## src/hdl/pcn_lerp.sv

```systemverilog
`default_nettype none
// ----------------------------------------------------------------------------
// pcn_lerp
// Two-stage linear blend e = a + round(w * (b - a)): a registered product,
// then rounding and the final add.
// ----------------------------------------------------------------------------
module pcn_lerp #(
	parameter int F = 16
) (
	input  wire logic               clk,
	input  wire logic [1:0]         en,
	input  wire logic [F:0]         w,
	input  wire logic signed [F+2:0] a,
	input  wire logic signed [F+2:0] b,
	output logic      signed [F+2:0] e
);

	localparam int DW = F + 3;
	localparam int PW = 2 * F + 6;
	localparam logic signed [PW-1:0] HALF_P = PW'(1) << (F - 1);

	logic signed [PW-1:0] prod_s1;
	logic signed [DW-1:0] a_s1;
	logic signed [DW-1:0] e_s2;

	logic signed [DW:0]   diff;
	logic signed [F+1:0]  w_sg;
	logic signed [PW-1:0] p_rnd;

	always_comb begin
		diff  = (DW + 1)'(b) - (DW + 1)'(a);
		w_sg  = $signed({1'b0, w});
		p_rnd = (prod_s1 + HALF_P) >>> F;
	end

	always_ff @(posedge clk) begin
		if (en[0]) begin
			prod_s1 <= PW'(w_sg) * PW'(diff);
			a_s1    <= a;
		end
		if (en[1]) begin
			e_s2 <= a_s1 + DW'(p_rnd);
		end
	end

	assign e = e_s2;

endmodule
`default_nettype wire

```

## config.mk

```make
export PLATFORM = sky130hd
export DESIGN_NAME = pcn_lerp
export DESIGN_NICKNAME = d
export VERILOG_FILES = /design/src/hdl/pcn_lerp.sv
export SDC_FILE = /design/constraint.sdc
export NUM_CORES = 1
export LEC_CHECK = 0
export BUFFER_PORTS_ARGS = -buffer_cell sky130_fd_sc_hd__buf_4
export CAP_MARGIN = 40
export CORE_ASPECT_RATIO = 0.6
export CORE_MARGIN = 2
export CORE_UTILIZATION = 40
export CTS_BUF_LIST = sky130_fd_sc_hd__clkbuf_16
export CTS_CLUSTER_DIAMETER = 60
export DETAILED_ROUTE_END_ITERATION = 8
export GPL_TIMING_DRIVEN = 0
export PLACE_DENSITY = 0.62
export SYNTH_ARGS = -nofsm -noshare
export SYNTH_HDL_FRONTEND = slang
export SYNTH_SLANG_ARGS = --single-unit
```

## constraint.sdc

```tcl
create_clock -name clk -period 10.9 [get_ports clk]
set_clock_uncertainty 0.05 [all_clocks]
set_input_delay 2.18 -clock clk [delete_from_list [all_inputs] [get_ports clk]]
set_output_delay 2.18 -clock clk [all_outputs]
set_load 0.05 [all_outputs]
```

==> metrics <==
status complete, no violations; Ant. Diodes 0; clock transition at the registers of the reported paths 0.05 ns; CP endpoint kind flip-flop; Crit-path slowest cell fa_1; Worst Setup Path Type in2reg; total grt overflow 0; Worst R2R Start prod_s1[15]; post-synthesis async set-or-reset flop share 0%; dpl cells 2243; fin util 45.0%; CTS Buf Count 9; hpwl dp 36.1 mm; Top FF cell, synth edfxtp_1; synth-to-layout area growth 10.4%; root buf cell clkbuf_16; Synthesis Warnings 0; Slew Limit Fails 0; Synth area leader fa_1; CP required 10.91 ns; Slew headroom 39.5%; synth top area cells fa_1 (41%), edfxtp_1 (11%), inv_1 (10%); hold path depth 1; commonest non-fill, non-tap cell in the layout inv_1; CTS tree done; Avg Vias per Cell 4.82; post-synth top area share 41.4%; clk_lat worst skew 0.33 ns; initial antenna violation count 0; WP data arrival 10.60 ns; setup violators final 0; FP Rows 55; die footprint 40100 sq um; hold_sp a_s1[0]; Yosys cell types 52; post-synth net total 2147; I/O Pins 77; Hold Vio Cnt, Final 0; port bufs 64; Die Y 156 microns; first-pass GRT wire length 66.0 mm; dpl ws -0.579 ns; core area 37800 sq um; Peak Freq 0.0944 GHz; via count 10800; drt pass-1 iters 5; Worst Hold Endpoint e[0]; Post-Layout Cell Count 2250; gpl congestion 0.921; Crit path top cell by count fa_1; number of H-tree levels 3; Avg Inst Size Synth 9.34 sq um; Reg-to-Reg End e[18]; nets 2231; Initial Utilization 40.7%; drt total wl 41.4 mm; Tcrit/Tclk final 97.2%; total of flip-flops plus latches after synthesis 58; register area share after synthesis 11.3%; Reg2Reg Setup Slack 7.43 ns; Mapped Area 15400 sq um; Worst-Margin Slew 0.907 ns; Post-synth EDFFs 58; Tmin final 10.59 ns; largest net degree at the start of global routing 40; Hold WC Path Type reg2reg; share of layout cells above drive strength 1 6.74%; DRC viols 0; Final WS setup 0.310 ns; die width 257 microns; Crit path largest cell delay 0.55 ns; clk buf depth 2; DR WL/cell 18.4 microns; most frequent cells in the layout inv_1 (428), fa_1 (318), nand2_1 (175), and2_1 (155), ha_1 (123); worst-path maximum fanout 10; Max-Cap Viols 0; crit start category input pin; Mapped Cells 1648; GR Util All Layers 21.8%; post-route ant nets 0; number of global-route vias before repair 11600; Initial DRC Count 805; clock sinks 58; FF-to-FF path depth 12
-- cell usage after synthesis, drive strengths merged (2+ instances only) --
| library cell | instances |
|---|---|
| nand2 | 175 |
| o21ai | 14 |
| o31a | 2 |
| ha | 123 |
| clkbuf | 49 |
| nor2 | 37 |
| and3 | 12 |
| nand4 | 6 |
| a21o | 19 |
| a31oi | 3 |
| a211oi | 3 |
| and2 | 155 |
| edfxtp | 58 |
| a21oi | 41 |
| xor2 | 23 |
| o21a | 14 |
| inv | 429 |
| nor2b | 29 |
| fa | 318 |
| or4 | 3 |
| a31o | 2 |
| nor3 | 13 |
| nand3 | 14 |
| o2111ai | 2 |
| nand2b | 11 |
| xnor2 | 66 |
| a221oi | 4 |
| buf | 3 |
| or3 | 2 |
| o31ai | 4 |
-- critical path, delay by kind of cell --
kind | cells | cell delay, ns
compound gates | 11 | 2.83
fa+ha+maj | 8 | 3.87
buf+inv | 6 | 0.59
simple gates | 2 | 0.68
xor+xnor | 2 | 0.43
-- per-layer routing --
| layer | up-vias | track usage, % | share of wire (%) |
|---|---|---|---|
| li1 | 5063 | - | - |
| met1 | 5369 | 33.2 | 49 |
| met2 | 393 | 30.0 | 39 |
| met3 | 20 | 7.88 | 11 |
| met4 | 0 | 2.30 | 0.65 |
| met5 | - | 0 | 0 |
-- flip-flops by register name (all words and copies together) (netlist names) --
name / count
a_s1: 19
prod_s1: 20
e: 19
-- cell families (layout without fill, tap and decap cells) --
kind of cell             Yosys count  after routing  share of synthesized area (%)
flip-flops                        58             58                           11.3
XOR/XNOR                          90             90                           5.26
AO/OA/AOI/OAI                    115            115                           5.09
adder cells (fa/ha/maj)          441            441                           51.3
buffers and inverters            481            570                           11.8
AND/OR/NAND/NOR                  463            463                           15.2
-- worst max-delay path by stage --
stage / startpoint / to / slack, ns / depth (start not counted)
finish: a[8] / prod_s1[34] / 0.31 / 29
global route: a[1] / prod_s1[34] / -0.01 / 33
CTS: a[0] / prod_s1[34] / 0.01 / 31
detailed placement: a[0] / prod_s1[34] / -0.58 / 32
global placement: a[0] / prod_s1[34] / -0.76 / 29
floorplan: b[0] / prod_s1[34] / 1.09 / 31
-- through the flow --
stage / TNS (ns) / hold WS, ns / area [sq um]
after floorplan: 0 / 0.476 / 15400
after global placement: -4.04 / 0.490 / 16500
after detailed placement: -2.34 / 0.497 / 16700
after CTS: 0 / 0.512 / 17000
after global routing: -0.0141 / 0.546 / 17000
final: 0 / 0.512 / 17000
-- layout make-up --
cell class	count	area (sq um)
inverter	429	1610
buffer	41	156
timing repair buffer	84	642
tap	513	642
multi-input combinational	1109	11900
fill	3650	20800
clock buffer	9	225
sequential	58	1740
clock inverter	7	61.3
-- timing repair --
action / CTS / global route
setup buffers: 0 / 2
resized for setup: 3 / 8
cloned: 0 / 0
hold buffers: 0 / 0
pin swaps: 0 / 3
setup endpoints to repair: 4 / 5
Power is left out: the tool's default activity adds up to more than one toggle a clock period on the data nets, which glitch-free logic cannot reach.
