**src/hdl/pcn_pkg.sv**
```systemverilog
`default_nettype none
// ----------------------------------------------------------------------------
// pcn_pkg
// Shared constants of the cell noise evaluator: gradient index
// codes, fade polynomial coefficients and pipeline geometry.
// ----------------------------------------------------------------------------
package pcn_pkg;

	// Width of one corner gradient index and number of cell corners.
	localparam int GRAD_W      = 4;
	localparam int NUM_CORNERS = 8;

	// Pipeline depth from input register to output register.
	localparam int NUM_STAGES  = 11;

	// Gradient index codes. Each names the signed sum of two corner offsets.
	localparam logic [GRAD_W-1:0] GRAD_PX_PY = 4'd0;
	localparam logic [GRAD_W-1:0] GRAD_NX_PY = 4'd1;
	localparam logic [GRAD_W-1:0] GRAD_PX_NY = 4'd2;
	localparam logic [GRAD_W-1:0] GRAD_NX_NY = 4'd3;
	localparam logic [GRAD_W-1:0] GRAD_PX_PZ = 4'd4;
	localparam logic [GRAD_W-1:0] GRAD_NX_PZ = 4'd5;
	localparam logic [GRAD_W-1:0] GRAD_PX_NZ = 4'd6;
	localparam logic [GRAD_W-1:0] GRAD_NX_NZ = 4'd7;
	localparam logic [GRAD_W-1:0] GRAD_PY_PZ = 4'd8;
	localparam logic [GRAD_W-1:0] GRAD_NY_PZ = 4'd9;
	localparam logic [GRAD_W-1:0] GRAD_PY_NZ = 4'd10;
	localparam logic [GRAD_W-1:0] GRAD_NY_NZ = 4'd11;

	// Highest legal gradient index.
	localparam logic [GRAD_W-1:0] GRAD_MAX   = GRAD_NY_NZ;

	// Fade polynomial 6t^5 - 15t^4 + 10t^3, evaluated as t^3 * (6t^2 - 15t + 10).
	localparam int FADE_C2 = 6;
	localparam int FADE_C1 = 15;
	localparam int FADE_C0 = 10;

endpackage
`default_nettype wire

```
**src/hdl/pcn_fade.sv**
```systemverilog
`default_nettype none
// ----------------------------------------------------------------------------
// pcn_fade
// Four-stage fade weight unit for one axis: w = t^3 * (6t^2 - 15t + 10),
// one multiplier in stages 1 to 3, rounded half up, limited to one.
// ----------------------------------------------------------------------------
module pcn_fade #(
	parameter int F = 16
) (
	input  wire logic         clk,
	input  wire logic [3:0]   en,
	input  wire logic [F-1:0] t,
	output logic      [F:0]   w
);

	localparam int TW = 2 * F;
	localparam int QW = F + 5;
	localparam int PW = 2 * F + 4;
	localparam logic [TW:0]   HALF_T = (TW + 1)'(1) << (F - 1);
	localparam logic [PW:0]   HALF_P = (PW + 1)'(1) << (F - 1);
	localparam logic [F+4:0]  ONE_W  = (F + 5)'(1) << F;

	logic [F-1:0]  t_s1;
	logic [TW-1:0] tt_s1;
	logic [TW-1:0] cp_s2;
	logic [F+3:0]  q_s2;
	logic [PW-1:0] wp_s3;
	logic [F:0]    w_s4;

	logic [TW:0]   s_sum;
	logic [F-1:0]  s_rnd;
	logic [QW-1:0] q_pos;
	logic [QW-1:0] q_neg;
	logic [QW-1:0] q_sum;
	logic [TW:0]   c_sum;
	logic [F-1:0]  c_rnd;
	logic [PW:0]   w_sum;
	logic [F+4:0]  w_rnd;

	always_comb begin
		s_sum = (TW + 1)'(tt_s1) + HALF_T;
		s_rnd = s_sum[F +: F];
		q_pos = QW'(pcn_pkg::FADE_C2) * QW'(s_rnd) + (QW'(pcn_pkg::FADE_C0) << F);
		q_neg = QW'(pcn_pkg::FADE_C1) * QW'(t_s1);
		q_sum = q_pos - q_neg;
		c_sum = (TW + 1)'(cp_s2) + HALF_T;
		c_rnd = c_sum[F +: F];
		w_sum = (PW + 1)'(wp_s3) + HALF_P;
		w_rnd = w_sum[F +: F + 5];
	end

	always_ff @(posedge clk) begin
		if (en[0]) begin
			t_s1  <= t;
			tt_s1 <= TW'(t) * TW'(t);
		end
		if (en[1]) begin
			cp_s2 <= TW'(s_rnd) * TW'(t_s1);
			// The quadratic factor never goes negative on [0, 1), but clamp anyway.
			q_s2  <= q_sum[QW-1] ? '0 : q_sum[QW-2:0];
		end
		if (en[2]) begin
			wp_s3 <= PW'(c_rnd) * PW'(q_s2);
		end
		if (en[3]) begin
			w_s4 <= (w_rnd > ONE_W) ? ONE_W[F:0] : w_rnd[F:0];
		end
	end

	assign w = w_s4;

endmodule
`default_nettype wire

```
**config.mk**
```make
export PLATFORM = sky130hd
export DESIGN_NAME = pcn_fade
export DESIGN_NICKNAME = d
export VERILOG_FILES = /design/src/hdl/pcn_pkg.sv /design/src/hdl/pcn_fade.sv
export SDC_FILE = /design/constraint.sdc
export NUM_CORES = 2
export LEC_CHECK = 0
export BUFFER_PORTS_ARGS = -buffer_cell sky130_fd_sc_hd__buf_2
export CORE_AREA = 4 4 321 260
export DETAILED_ROUTE_END_ITERATION = 8
export DIE_AREA = 0 0 325 264
export PLACE_DENSITY = 0.56
export SYNTH_ARGS = -nofsm -noshare
export SYNTH_HDL_FRONTEND = slang
export SYNTH_SLANG_ARGS = --single-unit
```
**constraint.sdc**
```tcl
create_clock -name clk -period 7.1 [get_ports clk]
set_clock_uncertainty 0.1 [all_clocks]
set_input_delay 0.355 -clock clk [delete_from_list [all_inputs] [get_ports clk]]
set_output_delay 0.355 -clock clk [all_outputs]
set_load 0.01 [all_outputs]
```
==> impl_results.md <==
- Status: completed
- RSZ-0062 raised after global routing: true
- Vias in the first global route: 23200
- Post-synth net total: 4474
- Fill count: 7699
- CTS tree: built
- Final hold violations: 0
- Netlist cell types: 63
- CTS max path bufs: 2
- Compound-Gate Fraction of Synth Area: 0.0489
- Layout cell share with drive strength beyond 1: 0.112
- Residual DRC: 0
- R2R setup slack: 0.08 ns
- First-pass GRT wire length: 126000 um
- Die footprint: 85800 um2
- Grt ovf: 0
- Slew Limit Fails: 0
- Synthesized area: 31900 um2
- Sequential cell area: 3240 um2
- Worst hold path type: in -> reg
- Critical path's most frequent cell: fa_1
- Nets: 4625
- Reg2Reg Depth: 25
- Root buf cell: clkbuf_16
- Clock sinks: 108
- Layout area overhead: 12.8%
- Seq/Total Area, Yosys: 0.102
- Startpoint of the worst-slack reg-to-reg timing path: tt_s1[15]
- FMAX: 143 MHz
- Mean Syn Cell Area: 9.28 um2
- Largest family of logic cells by synthesized area: adder cells
- Post-synthesis mux area share: 0.000353
- WP depth: 25
- CP top delay family: adder cells
- PortBufs: 37
- Syn. warnings: 0
- Fraction of registers with async set/reset: 0
- Floorplan die width: 325 um
- Clk_lat worst skew: 0.40 ns
- Gr usage total: 0.182
- Post-synthesis adder-cell area fraction: 0.553
- Hold endpoint: w[15]
- Hold wc startpoint: en[3]
- CP Launch Type: flip-flop
- Final wirelength: 75800 um
- Core ar.: 80100 um2
- Critical Path Slowest Stage Cell: fa_1
- Via density: 4.79
- Chip Height: 264 um
- Final core utilization: 0.449
- WL/cell: 16.4 um
- Antenna violations before repair: 1
- Min Tclk post-route: 7.02 ns
- Vias after detailed routing: 22200
- Routed Antenna Nets: 0
- Total placed instance area: 34400 um2
- CTS buffer count: 9
- Hold slack: 0.289 ns
- Post-synth EDFFs: 108
- # rows: 93
- Post-route cell area: 36000 um2
- Largest net degree at the start of global routing: 38
- Mapped Cells: 3434
- CP arrival: 7.05 ns
- Pre-antenna DRT Iters: 5
- Clock slew at reported path FFs: 0.10 ns
- Max-cap violation count: 0
- CP max stage delay: 0.60 ns
- Worst hold path stage count: 1
- XOR/XNOR Fraction of Synth Area: 0.0376
- Synth Flop Type: edfxtp_1
- Worst Tran Pin Value: 0.950 ns
- Final Setup Violations: 0
- Final period utilization: 0.988
- Worst Setup End Kind: flip-flop
- Gp weighted congestion: 0.850
- N_diodes: 0
- DR iter-0 viols: 1158
- Worst R2R End: cp_s2[30]
- Required @ worst endpoint: 7.14 ns
- Multi-input gate area: 25800 um2
- CTS H-Tree Depth: 3
- Post-synthesis simple-gate area fraction: 0.146
- Crit Path Category: reg -> reg
- Yosys reg bits: 108
- DP Wirelength: 62800 um
- Io pins: 38
- Slew margin rel.: 0.367
- Initial Util: 0.398
- Crit path max fanout: 7
- Buffers & Inverters on Critical Path: 5
==> cell usage in the layout, fill, tap and decap left out, types with 13 or more instances in the layout <==
cell | Yosys | final
nand3_1 | 43 | 34
fa_1 | 651 | 641
o21ai_0 | 36 | 27
buf_4 | 0 | 174
nor3_1 | 14 | 13
a21o_1 | 36 | 36
edfxtp_1 | 108 | 108
a21oi_1 | 70 | 59
nor2_1 | 158 | 149
ha_4 | 0 | 13
and2_1 | 265 | 259
inv_1 | 841 | 829
nand2_1 | 430 | 421
xor2_1 | 46 | 42
buf_12 | 0 | 14
ha_1 | 368 | 353
buf_2 | 3 | 37
buf_6 | 0 | 21
o21a_1 | 15 | 15
xnor2_1 | 91 | 80
==> stage by stage <==
step / setup WS, ns / TNS [ns] / std cells
6_report: 0.0845 / 0 / 4635
5_1_grt: -0.260 / -1.20 / 4635
4_1_cts: -0.0276 / -0.0276 / 4610
3_5_place_dp: -0.182 / -0.445 / 4575
3_3_place_gp: -0.127 / -0.211 / 4575
2_1_floorplan: 0.0523 / 0 / 3434
==> timing repair <==
| action | CTS | global route |
|---|---|---|
| endpoints found under the setup margin | 9 | 45 |
| pin swaps | 39 | 106 |
| resized for setup | 47 | 128 |
| hold buffers | 0 | 0 |
| setup buffers | 17 | 24 |
| gates cloned | 2 | 3 |
==> kinds of logic after synthesis <==
logic type | after synthesis
compound gates | 234
xor+xnor | 137
fa+ha+maj | 1019
buf+inv | 951
flops | 108
mux | 1
simple gates | 984
==> cell usage after synthesis, drive strengths merged, types with 6 or more instances <==
master	count	area (um2)
nand2b	10	62.6
a21oi	71	359
o21a	15	113
clkbuf	107	402
nand2	431	1630
fa	651	13000
xor2	46	403
a21o	36	270
nor2	158	593
edfxtp	108	3240
nand3	43	215
and4	6	53.8
nor3	14	70.1
o21ai	43	219
nand4	12	75.1
or2	7	43.8
a211oi	10	97.6
xnor2	91	797
and2	265	1660
o211ai	12	100
ha	368	4600
inv	841	3160
nor2b	13	81.3
and3	16	100
==> state kept, by name, summed over array words and instances, names as in the netlist <==
register,flops
w,17
tt_s1,17
q_s2,20
t_s1,16
cp_s2,17
wp_s3,21
==> routing by layer <==
layer	global-route usage	share of wire
met1	0.285	0.51
met2	0.267	0.42
met3	0.0344	0.062
met4	0.0248	0.012
met5	0	0
==> layout make-up <==
type | count | share of cell area
Clock buffer | 9 | 0.00626
Clock inverter | 7 | 0.00306
Inverter | 841 | 0.0879
Multi-Input combinational cell | 2376 | 0.719
Sequential cell | 108 | 0.0902
Tap cell | 1045 | 0.0364
Timing Repair Buffer | 249 | 0.0577
==> how the worst max path moves through the flow <==
stage                   start   endpoint  slack [ns]
global route        tt_s1[19]  cp_s2[30]       -0.26
CTS                 tt_s1[20]  cp_s2[30]       -0.03
global placement    tt_s1[17]  cp_s2[30]       -0.13
finish              tt_s1[15]  cp_s2[30]        0.08
floorplan           tt_s1[17]  cp_s2[30]        0.05
detailed placement  tt_s1[17]  cp_s2[30]       -0.18
Power is left out: the tool's default activity adds up to more than one toggle a clock period on the data nets, which glitch-free logic cannot reach.
